--- src/hw/rtl/dkp_pkg.sv ---
package dkp_pkg;

    localparam int KEY_COUNT_DEF   = 8;
    localparam int KEY_W           = 4;
    localparam int TIME_W          = 32;
    localparam int QUEUE_DEPTH_DEF = 2;
    localparam int CFG_DATA_W      = 32;
    localparam int CFG_ADDR_W      = 3;

    localparam logic [TIME_W-1:0] DEBOUNCE_RESET   = TIME_W'(20);
    localparam logic [TIME_W-1:0] LONG_PRESS_RESET = TIME_W'(800);

    // Register select codes (word address bit of the configuration port).
    localparam logic REG_DEBOUNCE   = 1'b0;
    localparam logic REG_LONG_PRESS = 1'b1;

    typedef enum logic [1:0] {
        OUT_NOTHING    = 2'd0,
        OUT_IGNORED    = 2'd1,
        OUT_CLASSIFIED = 2'd2
    } t_outcome;

    typedef struct packed {
        logic              in_range;
        logic [KEY_W-1:0]  key;
        logic              level;
        logic [TIME_W-1:0] elapsed;
    } t_item;

    typedef struct packed {
        t_outcome         outcome;
        logic [KEY_W-1:0] key;
        logic             is_long;
        logic             held_now;
    } t_result;

    typedef struct packed {
        logic [TIME_W-1:0] debounce_ms;
        logic [TIME_W-1:0] long_press_ms;
    } t_cfg;

    // Unsigned add that sticks at all ones instead of wrapping.
    function automatic logic [TIME_W-1:0] sat_add(input logic [TIME_W-1:0] a,
                                                  input logic [TIME_W-1:0] b);
        logic [TIME_W:0] sum;
        sum = {1'b0, a} + {1'b0, b};
        return sum[TIME_W] ? {TIME_W{1'b1}} : sum[TIME_W-1:0];
    endfunction

endpackage

--- src/hw/rtl/dkp_fifo.sv ---
module dkp_fifo import dkp_pkg::*; #(
    parameter int W     = 8,
    parameter int DEPTH = QUEUE_DEPTH_DEF
) (
    input  logic         i_clk,
    input  logic         i_rst_n,
    input  logic         i_push,
    input  logic [W-1:0] i_data,
    output logic         o_full,
    input  logic         i_pop,
    output logic [W-1:0] o_data,
    output logic         o_empty
);

    localparam int PTR_W = (DEPTH > 1) ? $clog2(DEPTH) : 1;
    localparam int CNT_W = $clog2(DEPTH + 1);

    logic [W-1:0]     r_mem [DEPTH];
    logic [PTR_W-1:0] r_wr_ptr, r_rd_ptr;
    logic [CNT_W-1:0] r_count;
    logic             do_push, do_pop;

    assign o_full  = (r_count == CNT_W'(DEPTH));
    assign o_empty = (r_count == '0);
    assign do_push = i_push && !o_full;
    assign do_pop  = i_pop && !o_empty;
    assign o_data  = r_mem[r_rd_ptr];

    always_ff @(posedge i_clk) begin
        if (do_push) begin
            r_mem[r_wr_ptr] <= i_data;
        end
    end

    always_ff @(posedge i_clk) begin
        if (!i_rst_n) begin
            r_wr_ptr <= '0;
            r_rd_ptr <= '0;
            r_count  <= '0;
        end else begin
            if (do_push) begin
                r_wr_ptr <= (r_wr_ptr == PTR_W'(DEPTH - 1)) ? '0 : r_wr_ptr + 1'b1;
            end
            if (do_pop) begin
                r_rd_ptr <= (r_rd_ptr == PTR_W'(DEPTH - 1)) ? '0 : r_rd_ptr + 1'b1;
            end
            if (do_push && !do_pop) begin
                r_count <= r_count + 1'b1;
            end else if (do_pop && !do_push) begin
                r_count <= r_count - 1'b1;
            end
        end
    end

endmodule

--- src/hw/rtl/dkp_cfg.sv ---
module dkp_cfg import dkp_pkg::*; (
    input  logic                  i_clk,
    input  logic                  i_rst_n,
    input  logic                  psel,
    input  logic                  penable,
    input  logic                  pwrite,
    input  logic [CFG_ADDR_W-1:0] paddr,
    input  logic [CFG_DATA_W-1:0] pwdata,
    output logic [CFG_DATA_W-1:0] prdata,
    output logic                  pready,
    output t_cfg                  o_cfg
);

    t_cfg r_cfg;
    logic wr_en;

    assign pready = 1'b1;
    assign wr_en  = psel && penable && pwrite && pready;
    assign o_cfg  = r_cfg;

    always_ff @(posedge i_clk) begin
        if (!i_rst_n) begin
            r_cfg.debounce_ms   <= DEBOUNCE_RESET;
            r_cfg.long_press_ms <= LONG_PRESS_RESET;
        end else if (wr_en) begin
            unique case (paddr[2])
                REG_DEBOUNCE:   r_cfg.debounce_ms   <= pwdata;
                REG_LONG_PRESS: r_cfg.long_press_ms <= pwdata;
                default: ;
            endcase
        end
    end

    always_comb begin
        unique case (paddr[2])
            REG_DEBOUNCE:   prdata = r_cfg.debounce_ms;
            REG_LONG_PRESS: prdata = r_cfg.long_press_ms;
            default:        prdata = '0;
        endcase
    end

endmodule

--- src/hw/rtl/dkp_front.sv ---
module dkp_front import dkp_pkg::*; #(
    parameter int KEY_COUNT   = KEY_COUNT_DEF,
    parameter int QUEUE_DEPTH = QUEUE_DEPTH_DEF
) (
    input  logic              i_clk,
    input  logic              i_rst_n,
    input  logic              push,
    output logic              full,
    input  logic [KEY_W-1:0]  i_key_index,
    input  logic              i_level_pressed,
    input  logic [TIME_W-1:0] i_elapsed_ms,
    input  logic              i_take,
    output t_item             o_item,
    output logic              o_valid
);

    t_item            item_in;
    logic [$bits(t_item)-1:0] q_data;
    logic             q_empty;

    // Range check is done here so the back end sees a ready-made flag.
    always_comb begin
        item_in.in_range = ({1'b0, i_key_index} < (KEY_W + 1)'(KEY_COUNT));
        item_in.key      = i_key_index;
        item_in.level    = i_level_pressed;
        item_in.elapsed  = i_elapsed_ms;
    end

    dkp_fifo #(
        .W     ($bits(t_item)),
        .DEPTH (QUEUE_DEPTH)
    ) u_queue (
        .i_clk   (i_clk),
        .i_rst_n (i_rst_n),
        .i_push  (push),
        .i_data  (item_in),
        .o_full  (full),
        .i_pop   (i_take),
        .o_data  (q_data),
        .o_empty (q_empty)
    );

    assign o_item  = t_item'(q_data);
    assign o_valid = !q_empty;

endmodule

--- src/hw/rtl/dkp_back.sv ---
module dkp_back import dkp_pkg::*; #(
    parameter int KEY_COUNT   = KEY_COUNT_DEF,
    parameter int QUEUE_DEPTH = QUEUE_DEPTH_DEF
) (
    input  logic             i_clk,
    input  logic             i_rst_n,
    input  t_cfg             i_cfg,
    input  t_item            i_item,
    input  logic             i_valid,
    output logic             o_take,
    input  logic             pop,
    output logic             empty,
    output logic [1:0]       o_outcome,
    output logic [KEY_W-1:0] o_pressed_key,
    output logic             o_is_long,
    output logic             o_held_now
);

    localparam int IDX_W = (KEY_COUNT > 1) ? $clog2(KEY_COUNT) : 1;

    logic [KEY_COUNT-1:0] r_held, r_raw, r_long_sent, r_chord;
    logic [TIME_W-1:0]    r_hold   [KEY_COUNT];
    logic [TIME_W-1:0]    r_settle [KEY_COUNT];

    logic [IDX_W-1:0]  idx;
    logic              res_full, step, upd;
    logic              cur_held, cur_raw, cur_long, cur_chord, other_held;
    logic [TIME_W-1:0] hold_sum, settle_base, settle_sum;
    logic              n_held, n_raw, n_long, n_chord, mark_all;
    logic [TIME_W-1:0] n_hold, n_settle;
    t_result           res;
    logic [$bits(t_result)-1:0] res_q;
    t_result           res_out;

    assign idx    = i_item.key[IDX_W-1:0];
    assign step   = i_valid && !res_full;
    assign o_take = step;
    assign upd    = step && i_item.in_range;

    always_comb begin
        cur_held    = r_held[idx];
        cur_raw     = r_raw[idx];
        cur_long    = r_long_sent[idx];
        cur_chord   = r_chord[idx];
        other_held  = |(r_held & ~(KEY_COUNT'(1) << idx));
        hold_sum    = sat_add(r_hold[idx], i_item.elapsed);
        // A raw level that changed during settling restarts the settle timer.
        settle_base = (i_item.level != cur_raw) ? '0 : r_settle[idx];
        settle_sum  = sat_add(settle_base, i_item.elapsed);

        n_held   = cur_held;
        n_raw    = i_item.level;
        n_hold   = r_hold[idx];
        n_settle = '0;
        n_long   = cur_long;
        n_chord  = cur_chord;
        mark_all = 1'b0;

        res.outcome  = OUT_NOTHING;
        res.key      = '0;
        res.is_long  = 1'b0;

        if (i_item.level == cur_held) begin
            if (cur_held) begin
                n_hold = hold_sum;
                if (hold_sum >= i_cfg.long_press_ms && !cur_long && !cur_chord) begin
                    n_long      = 1'b1;
                    res.outcome = OUT_CLASSIFIED;
                    res.key     = i_item.key;
                    res.is_long = 1'b1;
                end
            end
        end else begin
            n_settle = settle_sum;
            if (settle_sum >= i_cfg.debounce_ms) begin
                n_settle = '0;
                n_hold   = '0;
                n_long   = 1'b0;
                n_held   = i_item.level;
                if (i_item.level) begin
                    n_chord  = other_held;
                    mark_all = other_held;
                end else begin
                    n_chord = 1'b0;
                    if (cur_chord) begin
                        res.outcome = OUT_IGNORED;
                    end else if (!cur_long) begin
                        res.outcome = OUT_CLASSIFIED;
                        res.key     = i_item.key;
                    end
                end
            end
        end
        res.held_now = n_held;

        if (!i_item.in_range) begin
            res.outcome  = OUT_IGNORED;
            res.key      = '0;
            res.is_long  = 1'b0;
            res.held_now = 1'b0;
        end
    end

    always_ff @(posedge i_clk) begin
        if (!i_rst_n) begin
            r_held      <= '0;
            r_raw       <= '0;
            r_long_sent <= '0;
            r_chord     <= '0;
            for (int i = 0; i < KEY_COUNT; i++) begin
                r_hold[i]   <= '0;
                r_settle[i] <= '0;
            end
        end else if (upd) begin
            for (int i = 0; i < KEY_COUNT; i++) begin
                if (IDX_W'(i) == idx) begin
                    r_held[i]      <= n_held;
                    r_raw[i]       <= n_raw;
                    r_long_sent[i] <= n_long;
                    r_chord[i]     <= n_chord;
                    r_hold[i]      <= n_hold;
                    r_settle[i]    <= n_settle;
                end else if (mark_all && r_held[i]) begin
                    r_chord[i] <= 1'b1;
                end
            end
        end
    end

    dkp_fifo #(
        .W     ($bits(t_result)),
        .DEPTH (QUEUE_DEPTH)
    ) u_res_queue (
        .i_clk   (i_clk),
        .i_rst_n (i_rst_n),
        .i_push  (step),
        .i_data  (res),
        .o_full  (res_full),
        .i_pop   (pop),
        .o_data  (res_q),
        .o_empty (empty)
    );

    assign res_out       = t_result'(res_q);
    assign o_outcome     = res_out.outcome;
    assign o_pressed_key = res_out.key;
    assign o_is_long     = res_out.is_long;
    assign o_held_now    = res_out.held_now;

`ifndef SYNTH
    a_range_ignored: assert property (@(posedge i_clk) disable iff (!i_rst_n)
        step && !i_item.in_range |-> res.outcome == OUT_IGNORED && !res.held_now)
        else $error("out-of-range key not reported as ignored");

    a_long_needs_held: assert property (@(posedge i_clk) disable iff (!i_rst_n)
        upd && res.is_long |-> cur_held && !cur_long && !cur_chord)
        else $error("long press reported for a key not eligible");

    a_press_sets_held: assert property (@(posedge i_clk) disable iff (!i_rst_n)
        upd && !cur_held && n_held |=> r_held[$past(idx)])
        else $error("accepted press did not set the held state");

    a_step_has_room: assert property (@(posedge i_clk) disable iff (!i_rst_n)
        step |-> !res_full && i_valid)
        else $error("item taken without room for its result");
`endif

endmodule

--- src/hw/rtl/debounced_key_press_classifier.sv ---
// An item accepted into the input queue is classified by the back end as it is taken,
// and its result is registered in the result queue, from which it is then popped.
// Throughput: one item per cycle while the result queue has room; each item updates
// its key's state as it is taken; the input and result queues hold QUEUE_DEPTH (2) entries.
// Reset: synchronous, active low; clears both queues and all key state, and sets
// the debounce and long-press registers to 20 and 800 ms.
module debounced_key_press_classifier import dkp_pkg::*; #(
    parameter int KEY_COUNT   = KEY_COUNT_DEF,
    parameter int QUEUE_DEPTH = QUEUE_DEPTH_DEF
) (
    input  logic                  i_clk,
    input  logic                  i_rst_n,
    input  logic                  push,
    output logic                  full,
    input  logic [KEY_W-1:0]      i_key_index,
    input  logic                  i_level_pressed,
    input  logic [TIME_W-1:0]     i_elapsed_ms,
    output logic                  empty,
    input  logic                  pop,
    output logic [1:0]            o_outcome,
    output logic [KEY_W-1:0]      o_pressed_key,
    output logic                  o_is_long,
    output logic                  o_held_now,
    input  logic                  psel,
    input  logic                  penable,
    input  logic                  pwrite,
    input  logic [CFG_ADDR_W-1:0] paddr,
    input  logic [CFG_DATA_W-1:0] pwdata,
    output logic [CFG_DATA_W-1:0] prdata,
    output logic                  pready
);

    t_cfg  cfg;
    t_item item;
    logic  item_valid, item_take;

    dkp_cfg u_cfg (
        .i_clk   (i_clk),
        .i_rst_n (i_rst_n),
        .psel    (psel),
        .penable (penable),
        .pwrite  (pwrite),
        .paddr   (paddr),
        .pwdata  (pwdata),
        .prdata  (prdata),
        .pready  (pready),
        .o_cfg   (cfg)
    );

    dkp_front #(
        .KEY_COUNT   (KEY_COUNT),
        .QUEUE_DEPTH (QUEUE_DEPTH)
    ) u_front (
        .i_clk           (i_clk),
        .i_rst_n         (i_rst_n),
        .push            (push),
        .full            (full),
        .i_key_index     (i_key_index),
        .i_level_pressed (i_level_pressed),
        .i_elapsed_ms    (i_elapsed_ms),
        .i_take          (item_take),
        .o_item          (item),
        .o_valid         (item_valid)
    );

    dkp_back #(
        .KEY_COUNT   (KEY_COUNT),
        .QUEUE_DEPTH (QUEUE_DEPTH)
    ) u_back (
        .i_clk         (i_clk),
        .i_rst_n       (i_rst_n),
        .i_cfg         (cfg),
        .i_item        (item),
        .i_valid       (item_valid),
        .o_take        (item_take),
        .pop           (pop),
        .empty         (empty),
        .o_outcome     (o_outcome),
        .o_pressed_key (o_pressed_key),
        .o_is_long     (o_is_long),
        .o_held_now    (o_held_now)
    );

endmodule
--- config.mk ---
export PLATFORM = sky130hd
export DESIGN_NAME = debounced_key_press_classifier
export DESIGN_NICKNAME = d
export VERILOG_FILES = /design/src/hw/rtl/dkp_pkg.sv /design/src/hw/rtl/dkp_fifo.sv /design/src/hw/rtl/dkp_cfg.sv /design/src/hw/rtl/dkp_front.sv /design/src/hw/rtl/dkp_back.sv /design/src/hw/rtl/debounced_key_press_classifier.sv
export SDC_FILE = /design/constraint.sdc
export NUM_CORES = 1
export LEC_CHECK = 0
export BUFFER_PORTS_ARGS = -buffer_cell sky130_fd_sc_hd__buf_2
export CORE_AREA = 5 5 291 293
export DETAILED_ROUTE_END_ITERATION = 7
export DIE_AREA = 0 0 296 298
export HOLD_SLACK_MARGIN = 0.12
export SETUP_SLACK_MARGIN = 0.02
export SYNTH_ARGS = -nofsm -noshare
export SYNTH_HDL_FRONTEND = slang
export SYNTH_HIERARCHICAL = 1
export SYNTH_SLANG_ARGS = --single-unit
--- constraint.sdc ---
create_clock -name i_clk -period 8.8 [get_ports i_clk]
set_input_delay 1.32 -clock i_clk [delete_from_list [all_inputs] [get_ports i_clk]]
set_output_delay 1.32 -clock i_clk [all_outputs]
set_load 0.01 [all_outputs]
# Word-level counts from Yosys, hierarchy flattened
# Memories as Yosys holds them, arrays and structs flattened. A register that Yosys moved wholly into a read port is not among the register bits.
# Index checks and enable logic that the tools add are counted.
[totals]
ramBits = 604
word_cells = 272
memories = 4
out_inout_bits = 43
in_bits = 79
register_bits = 104
[classes]
n_lt_le_gt_ge = 4
add_sub_neg = 10
muxes = 119
eq_ne = 11
n_shift = 1
reduce_logical = 64
n_bitwise = 19
[memory_table]
columns = ["memory", "depth", "word_bits", "rd", "rd_ports_with_merged_regs", "wr", "line_no", "text"]
rows = [
  ["u_back.r_hold", 8, 32, 1, 0, 8, "dkp_back.sv:22", "logic [TIME_W-1:0] r_hold [KEY_COUNT];"],
  ["u_back.r_settle", 8, 32, 1, 0, 8, "dkp_back.sv:23", "logic [TIME_W-1:0] r_settle [KEY_COUNT];"],
  ["u_front.u_queue.r_mem", 2, 38, 1, 1, 1, "dkp_fifo.sv:18", "logic [W-1:0] r_mem [DEPTH];"],
  ["u_back.u_res_queue.r_mem", 2, 8, 1, 1, 1, "dkp_fifo.sv:18", ""],
]
[op_table]
columns = ["cell", "count"]
rows = [
  ["32-bit 2-to-1 mux", 24],
  ["1-bit 2-to-1 mux", 77],
  ["32-bit by 32-bit adder with 33-bit output", 2],
  ["32-bit greater-or-equal comparator", 2],
  ["32-bit one-hot mux with 2 select lines", 1],
  ["2-bit AND reduction", 18],
  ["6-bit 2-to-1 mux", 4],
  ["1-bit logical AND", 22],
  ["2-bit nonzero test", 10],
  ["1-bit bitwise OR", 16],
  ["7-bit 2-to-1 mux", 2],
  ["1-bit binary-select mux with 3-bit select", 4],
  ["3-bit == test, first input constant", 4],
  ["1-bit logical NOT", 10],
  ["2-bit 2-to-1 mux", 5],
  ["8-bit AND", 1],
  ["8-bit 2-to-1 mux", 1],
  ["8-bit inverter", 1],
  ["8-bit OR reduction", 1],
  ["1-bit by 3-bit left shift with 8-bit output, first input constant", 1],
  ["2-bit by 3-bit == test with 1-bit output, first input constant", 2],
  ["1-bit adder, second input constant", 4],
  ["2-bit by 1-bit adder with 2-bit output, second input constant", 2],
  ["2-bit == test, second input constant", 2],
  ["other kinds (10)", 12],
]

# Logic depth before layout (Yosys ltp)
# Gate-level depths: netlist of the first run.
[logic_depth]
word_depth = 12
mapped_depth = 33
mapped_depth_nobuf = 24

# By module
# The synthesis of the first run kept the hierarchy.
[modules_own_cells]
columns = ["mod", "n_inst", "area_per_inst_um2", "seq_area_each_um2", "cells_per_inst"]
rows = [
  ["dkp_back", 1, 29708.5, 16015.4, 2439],
  ["dkp_fifo at u_front.u_queue", 1, 2971.6, 2382.3, 143],
  ["dkp_cfg", 1, 2867.8, 1281.2, 288],
  ["dkp_fifo at u_back.u_res_queue", 1, 809.5, 580.6, 50],
  ["dkp_front", 1, 7.5, 0.0, 2],
]

# Worst setup path after synthesis of the first run
# Ideal clock, no wire load.
[synth_path]
path_type = "register to register"
from = "reg (tool-made name)"
to = "mem u_back.r_hold[6][28] (data pin)"
t_required_ns = 8.542
setup_slack_ns = 0.919
n_path_buf = 8
stages_incl_launch_ff = 31
setup_ns = 0.258
arrival_ns = 7.623
synth_period_minus_slack_ns = 7.881
cell_sequence = "dfxtp_1 -> buf_4 -> buf_4 -> mux2_2 -> buf_2 -> buf_2 -> buf_2 -> mux4_2 -> mux2i_1 -> xnor2_1 -> clkbuf_1 -> nor2_1 -> ha_1 -> fa_1 -> a211oi_1 -> o21bai_1 -> o211a_1 -> o2111ai_1 -> a21o_1 -> clkbuf_1 -> nand3b_1 -> mux2i_1 -> inv_1 -> ha_1 -> nand4_1 -> or4_1 -> o21a_1 -> maj3_1 -> buf_2 -> a221o_1 -> and2_1"
[synth_rtl]
columns = ["element", "line_no"]
rows = [
  ["to (decl)", "dkp_back.sv:22"],
]

==> flow_summary_export.csv, run 1 <==
group,metric,value,unit
floorplanning,ios,122,
drt,first_iter_violations,2252,
sta,fin_setup_tns,0,ns
floorplanning,core-area,81580,µm²
floorplanning,num_rows,105,
worst_hold_path,hold_path_class,"reg2reg",
drt,num_vias,24680,
grt,first_global_vias,24990,
sta,worst_slew_pin_slew,1.258,ns
setup_path,end_kind,"register",
clock_network,cts_buffers,77,
logic_synthesis,syn_nets,3133,
sta,rsz0062_at_grt,"no",
sta,finalCritPeriodShare,95.04,%
floorplanning,die_h,298,µm
logic_synthesis,yosysUniqueCellTypes,84,
clock_network,clkSinkCount,710,
logic_synthesis,syn_avg_cell_area,12.45,µm²
cells_and_area,layout_common_cells,"604 x edfxtp_1, 403 x nor2_1, 201 x nand2_1, 136 x mux4_2, 130 x ha_1",
clock_network,clk_pin_slew,0.06,ns
cells_and_area,final_cell_count_no_fill,4171,
grt,grt_usage,23.73,%
logic_synthesis,async_flop_share,0,%
setup_path,crit_buf_inv,3,
drt,via_per_inst,5.917,
setup_path,cp-start-kind,"register",
cells_and_area,final_common_cell,"edfxtp_1",
cells_and_area,antennaDiodeCount,0,
clock_network,clockBufferDepth,3,
setup_path,arrival,8.73,ns
logic_synthesis,synth_area,36360,µm²
logic_synthesis,ys_seq_area_share,55.71,%
setup_path,crit_path_max_fanout,32,
clock_network,clockRootBuffer,"clkbuf_16",
grt,grt_pass1_wl,157.7,mm
logic_synthesis,ys_warn_count,6,
clock_network,clkLatencyLatePin,0.63,ns
pwr,leakage,0.01563,µW
run,maxCapViolCount,0,
drt,first_pass_iters,5,
logic_synthesis,synth_edf_count,604,
sta,hold_viol,0,
placement,place_area,38310,µm²
drt,routed_wl,106.9,mm
clock_network,cts_setup_buffers,0,
cells_and_area,drive_gt1_share,19.90,%
placement,dp.final_hpwl,70.88,mm
setup_path,cp_top_family,"compound AO/OA/AOI/OAI gates",
cells_and_area,area_growth,12.83,%
grt,grt_max_degree,121,
logic_synthesis,synth_ff_type,"edfxtp_1",
sta,hold_slack,0.4735,ns
setup_path,regToRegSetupSlack,0.44,ns
setup_path,crit_path_end,"u_back/r_hold[3][27]$_SDFFCE_PN0P_",
logic_synthesis,ys_ff_latch,710,
drt,ant_nets,0,
clock_network,cts_max_level,3,
placement,dp.cells,4027,
sta,layout_min_cycle_time,8.363,ns
floorplanning,die_w,296,µm
sta,relSlewSlack,15.79,%
setup_path,crit_path_max_incr_delay,0.69,ns
setup_path,crit_path_cell_trace,"mux2_8 -> mux4_2 -> mux2i_1 -> xnor2_4 -> nor2_1 -> ha_1 -> fa_1 -> a211oi_1 -> o21bai_1 -> o211a_1 -> o2111ai_1 -> a21o_1 -> buf_4 -> nand3b_1 -> mux2i_1 -> inv_1 -> ha_1 -> nand4_1 -> or4_1 -> o21a_1 -> maj3_1 -> buf_12 -> a22o_1 -> o311a_1",
setup_path,critPathSlowestCell,"or4_1",
sta,max_freq,119.6,MHz
setup_path,crit_cells,24,
setup_path,rr_endpoint,"u_back/r_hold[3][27]$_SDFFCE_PN0P_",
cells_and_area,fillCellCount,7049,
pwr,finalPower,15820,µW
placement,numPortBuffers,118,
clock_network,tritoncts,"built",
status,status,"complete, no violations",
cells_and_area,nNetsFinal,3247,
cells_and_area,fin_area,41030,µm²
grt,grt_overflow,0,
pwr,peakVddDrop,248.0,µV
floorplanning,die_area,88210,µm²
sta,fin_skew,0.03102,ns
setup_path,worst-r2r-cell-count,24,
sta,setup_violations,0,
sta,final_max_slew_viol_count,0,
grt,antenna_found_initial,4,
drt,drc_errors,0,
logic_synthesis,syn_inst,2922,
setup_path,required,9.16,ns
placement,place.gp.congestion,0.8919,
drt,wire_per_inst,25.64,µm
pwr,power.density,385.5,nW/µm²
floorplanning,start_util,44.57,%
setup_path,crit_type,"reg2reg",
## state kept, by name (all words and copies together), names as in the netlist, named ones only
signal,cells
u_back/r_settle,256
u_front/u_queue/r_rd_ptr,1
u_back/u_res_queue/r_count,2
u_back/u_res_queue/r_mem,16
u_back/r_raw,8
u_back/r_long_sent,8
u_back/r_held,8
u_back/r_chord,8
u_front/u_queue/r_mem,76
u_front/u_queue/r_wr_ptr,1
u_back/u_res_queue/r_rd_ptr,1
u_back/r_hold,256
u_front/u_queue/r_count,2
u_back/u_res_queue/r_wr_ptr,1
u_cfg/o_cfg,64
## what timing repair did
action / 4_1_cts / 5_1_grt
hold buffers: 0 / 0
gates resized for setup: 0 / 12
setup endpoints to repair: 0 / 123
## worst min-delay path: stages, from the launching register on
cell	delay, ns
dfxtp_1	0.32
nand2_1	0.05
mux2i_1	0.05
## cells by family after synthesis
group / count (synthesis) / synth area share, %
simple gates: 960 / 12.22
flops: 710 / 55.71
compound gates: 434 / 8.313
mux: 361 / 14.97
buf+inv: 286 / 3.272
fa+ha+maj: 133 / 4.611
xor+xnor: 37 / 0.8911
other cells: 1 / 0.01031
## metal layers
| layer | vias up | routed length [µm] | part of all wire (%) | global-route usage, % |
|---|---|---|---|---|
| met2 | 924 | 52620 | 49 | 40.19 |
| li1 | 11070 | - | - | - |
| met4 | 0 | 2988 | 2.8 | 6.756 |
| met5 | - | 0 | 0 | 0 |
| met3 | 156 | 6817 | 6.4 | 3.508 |
| met1 | 12530 | 44510 | 42 | 32.04 |
## area by class of cell
cell class              count  area, µm²  share of cell area [%]
multi-input cells        1926      15100                   36.80
clock inverters            42      467.9                   1.140
clock buffers             102       2187                   5.330
inverters                 129      484.2                   1.180
well taps                1070       1339                   3.263
flip-flops and latches    710      20260                   49.38
repair buffers            192       1194                   2.909
## where the power goes
| group | switching (µW) | internal [µW] |
|---|---|---|
| Clock | 1340 | 2000 |
| Sequential | 117 | 4170 |
| Combinational | 5110 | 3080 |
## cells in the mapped netlist, types with 27 or more instances
cell type  number  area [µm²]
a21o_1         40       300.3
a21oi_1       114       570.6
and2_1         42       262.8
buf_2          39       195.2
clkbuf_1       96       360.4
dfxtp_1       106        2122
edfxtp_1      604       18140
ha_1          130        1627
inv_1         127       476.7
mux2_2        104        1171
mux2i_1       121        1211
mux4_2        136        3063
nand2_1       209       784.5
nand3_1        35       175.2
nand4_1        29       181.4
nor2_1        406        1524
nor2b_1       127       794.5
nor3_1         27       135.1
o21ai_0        59       295.3
## metrics by stage
step                      util (%)  setup WS [ns]
after floorplan                  -         0.9191
after global placement       46.96         0.4823
after detailed placement     46.96         0.3994
after CTS                    50.21         0.3462
after global routing         50.29       0.008782
final                        50.29         0.4368
## worst min path at each step
stage                                 startpoint                           end  slack [ns]  cells after the start
detailed placement  u_cfg/o_cfg[29]$_SDFFE_PN0P_  u_cfg/o_cfg[29]$_SDFFE_PN0P_        0.47                      2
CTS                 u_cfg/o_cfg[39]$_SDFFE_PN0P_  u_cfg/o_cfg[39]$_SDFFE_PN0P_        0.48                      2
floorplan           u_back/r_raw[2]$_SDFFE_PN0P_  u_back/r_raw[2]$_SDFFE_PN0P_        0.44                      2
global placement    u_back/r_raw[0]$_SDFFE_PN0P_  u_back/r_raw[0]$_SDFFE_PN0P_        0.46                      2
finish              u_cfg/o_cfg[39]$_SDFFE_PN0P_  u_cfg/o_cfg[39]$_SDFFE_PN0P_        0.47                      2
global route        u_cfg/o_cfg[35]$_SDFFE_PN0P_  u_cfg/o_cfg[35]$_SDFFE_PN0P_        0.50                      2
(Power assumes the default switching activity.)
==> run 2, diff against run 1 <==
RECOVER_POWER = 50   (was unset)
==> run 2 against run 1 <==
  * Utilization fell by 0.21 points
  * Largest cell class unchanged
  * Sequential power is essentially flat
  * Global-route usage unchanged
  * Wire length hardly changed
  * Combinational power is essentially flat
  * The flow now finishes with violations (max-capacitance violations, max-slew violations)
==> flow_summary_export.csv, run 2 (synthesized netlist as in run 1, its figures left out) <==
group,metric,value,unit
status,status,"complete, but fails checks",
status,violations,"max-capacitance violations, max-slew violations",
grt,antenna_found_initial,4,
worst_hold_path,hold_path_class,"reg2reg",
setup_path,cp-start-kind,"register",
setup_path,arrival,8.74,ns
sta,hold_viol,0,
floorplanning,die_area,88210,µm²
worst_hold_path,hold_depth,2,
clock_network,clkLatencyLatePin,0.63,ns
cells_and_area,layout_common_cells,"604 x edfxtp_1, 403 x nor2_1, 207 x nand2_1, 136 x mux4_2, 130 x ha_1",
sta,fin_skew,0.03427,ns
clock_network,clkSinkCount,710,
cells_and_area,fin_area,40860,µm²
cells_and_area,reg_top3,"u_back/r_hold (256), u_back/r_settle (256), u_front/u_queue/r_mem (76)",
clock_network,ctsHoldBuffers,0,
drt,wire_per_inst,25.63,µm
clock_network,tritoncts,"built",
drt,first_iter_violations,2239,
sta,relSlewSlack,-238.1,%
sta,final_max_slew_viol_count,533,
sta,worst_slew_pin_slew,5.071,ns
grt,grt_usage,23.73,%
sta,fin_setup_tns,0,ns
setup_path,crit_path_max_fanout,32,
sta,hold_slack,0.4766,ns
placement,dp.final_hpwl,70.88,mm
drt,drc_errors,0,
clock_network,cts_setup_buffers,0,
drt,num_vias,24730,
clock_network,clockRootBuffer,"clkbuf_16",
placement,place.gp.congestion,0.8919,
cells_and_area,final_common_cell,"edfxtp_1",
sta,setup_violations,0,
clock_network,clockBufferDepth,3,
floorplanning,die_w,296,µm
placement,numPortBuffers,118,
cells_and_area,area_growth,12.36,%
sta,layout_min_cycle_time,8.370,ns
cells_and_area,fillCellCount,7098,
drt,ant_nets,0,
sta,max_freq,119.5,MHz
pwr,power.density,387.0,nW/µm²
sta,finalCritPeriodShare,95.11,%
clock_network,ctsResizeCount,0,
grt,grt_max_degree,121,
floorplanning,start_util,44.57,%
clock_network,clk_pin_slew,0.06,ns
drt,routed_wl,106.9,mm
floorplanning,ios,122,
sta,rsz0062_at_grt,"no",
grt,grt_overflow,0,
floorplanning,core-area,81580,µm²
setup_path,end_kind,"register",
cells_and_area,antennaDiodeCount,0,
pwr,leakage,0.01539,µW
run,maxCapViolCount,11,
grt,first_global_vias,24990,
placement,place_area,38310,µm²
cells_and_area,drive_gt1_share,17.12,%
clock_network,cts_max_level,3,
setup_path,worst-r2r-cell-count,24,
setup_path,required,9.17,ns
floorplanning,die_h,298,µm
drt,first_pass_iters,5,
pwr,peakVddDrop,248.4,µV
cells_and_area,nNetsFinal,3247,
setup_path,crit_type,"reg2reg",
grt,grt_pass1_wl,157.7,mm
drt,via_per_inst,5.930,
clock_network,cts_buffers,77,
floorplanning,num_rows,105,
-- run 2: changes by cell type in the layout (fill, tap and decap cells not counted), moves of 3 or more --
cell      before  now
clkbuf_1      14   83
clkbuf_2       0    4
mux2_1         0    6
nand2_4        7    1
buf_4         70   64
nand2_1      201  207
buf_2        117   51
mux2_2       101   95
and2_1        42   39
and2_0         1    4
-- run 2: through the flow --
step	cells	util [%]	setup slack, ns	power (µW)
final	4171	50.08	0.4304	15810
after CTS	4171	50.21	0.3462	15720
after global placement	4027	46.96	0.4823	12160
after detailed placement	4027	46.96	0.3994	12340
after global routing	4171	50.08	0.01700	16730
after floorplan	2922	-	0.9191	9719
-- run 2: final timing paths --
kind | start | end | slack, ns
setup reg to reg | register | u_back/r_hold[0][27]$_SDFFCE_PN0P_ | 0.43
hold reg to reg | u_cfg/o_cfg[29]$_SDFFE_PN0P_ | u_cfg/o_cfg[29]$_SDFFE_PN0P_ | 0.48
setup / recovery | register | u_back/r_hold[0][27]$_SDFFCE_PN0P_ | 0.43
hold / removal | u_cfg/o_cfg[29]$_SDFFE_PN0P_ | u_cfg/o_cfg[29]$_SDFFE_PN0P_ | 0.48
-- run 2: final cells by class --
| cell class | instances | area [µm²] | area share, % |
|---|---|---|---|
| clock buffers | 102 | 2187 | 5.353 |
| clock inverters | 42 | 467.9 | 1.145 |
| inverters | 129 | 484.2 | 1.185 |
| multi-input cells | 1926 | 15040 | 36.80 |
| flip-flops and latches | 710 | 20260 | 49.59 |
| well taps | 1070 | 1339 | 3.276 |
| repair buffers | 192 | 1086 | 2.658 |
-- run 2: worst max-delay path: stages (launching register included) --
cell       delay [ns]
dfxtp_2          0.45
mux2_8           0.43
mux4_2           0.43
mux2i_1          0.39
xnor2_4          0.28
nor2_1           0.11
ha_1             0.25
fa_1             0.46
a211oi_1         0.30
o21bai_1         0.20
o211a_1          0.28
o2111ai_1        0.49
a21o_1           0.33
buf_4            0.19
nand3b_1         0.08
mux2i_1          0.41
inv_1            0.11
ha_1             0.35
nand4_1          0.16
or4_1            0.70
o21a_1           0.33
maj3_1           0.42
buf_12           0.19
a22o_1           0.36
o311a_1          0.37
-- run 2: layer usage --
metal | routed length [µm] | up-vias | GRT usage [%]
met5 | 0 | - | 0
met4 | 2933 | 0 | 6.756
met3 | 6884 | 152 | 3.508
met2 | 52710 | 918 | 40.19
met1 | 44370 | 12600 | 32.04
li1 | - | 11060 | -
-- run 2: where the power goes --
part	total [µW]	switching, µW	internal [µW]	leakage [µW]
Sequential	4290	117	4180	0.00701
Clock	3350	1350	2000	0.00129
Combinational	8170	5100	3070	0.00709
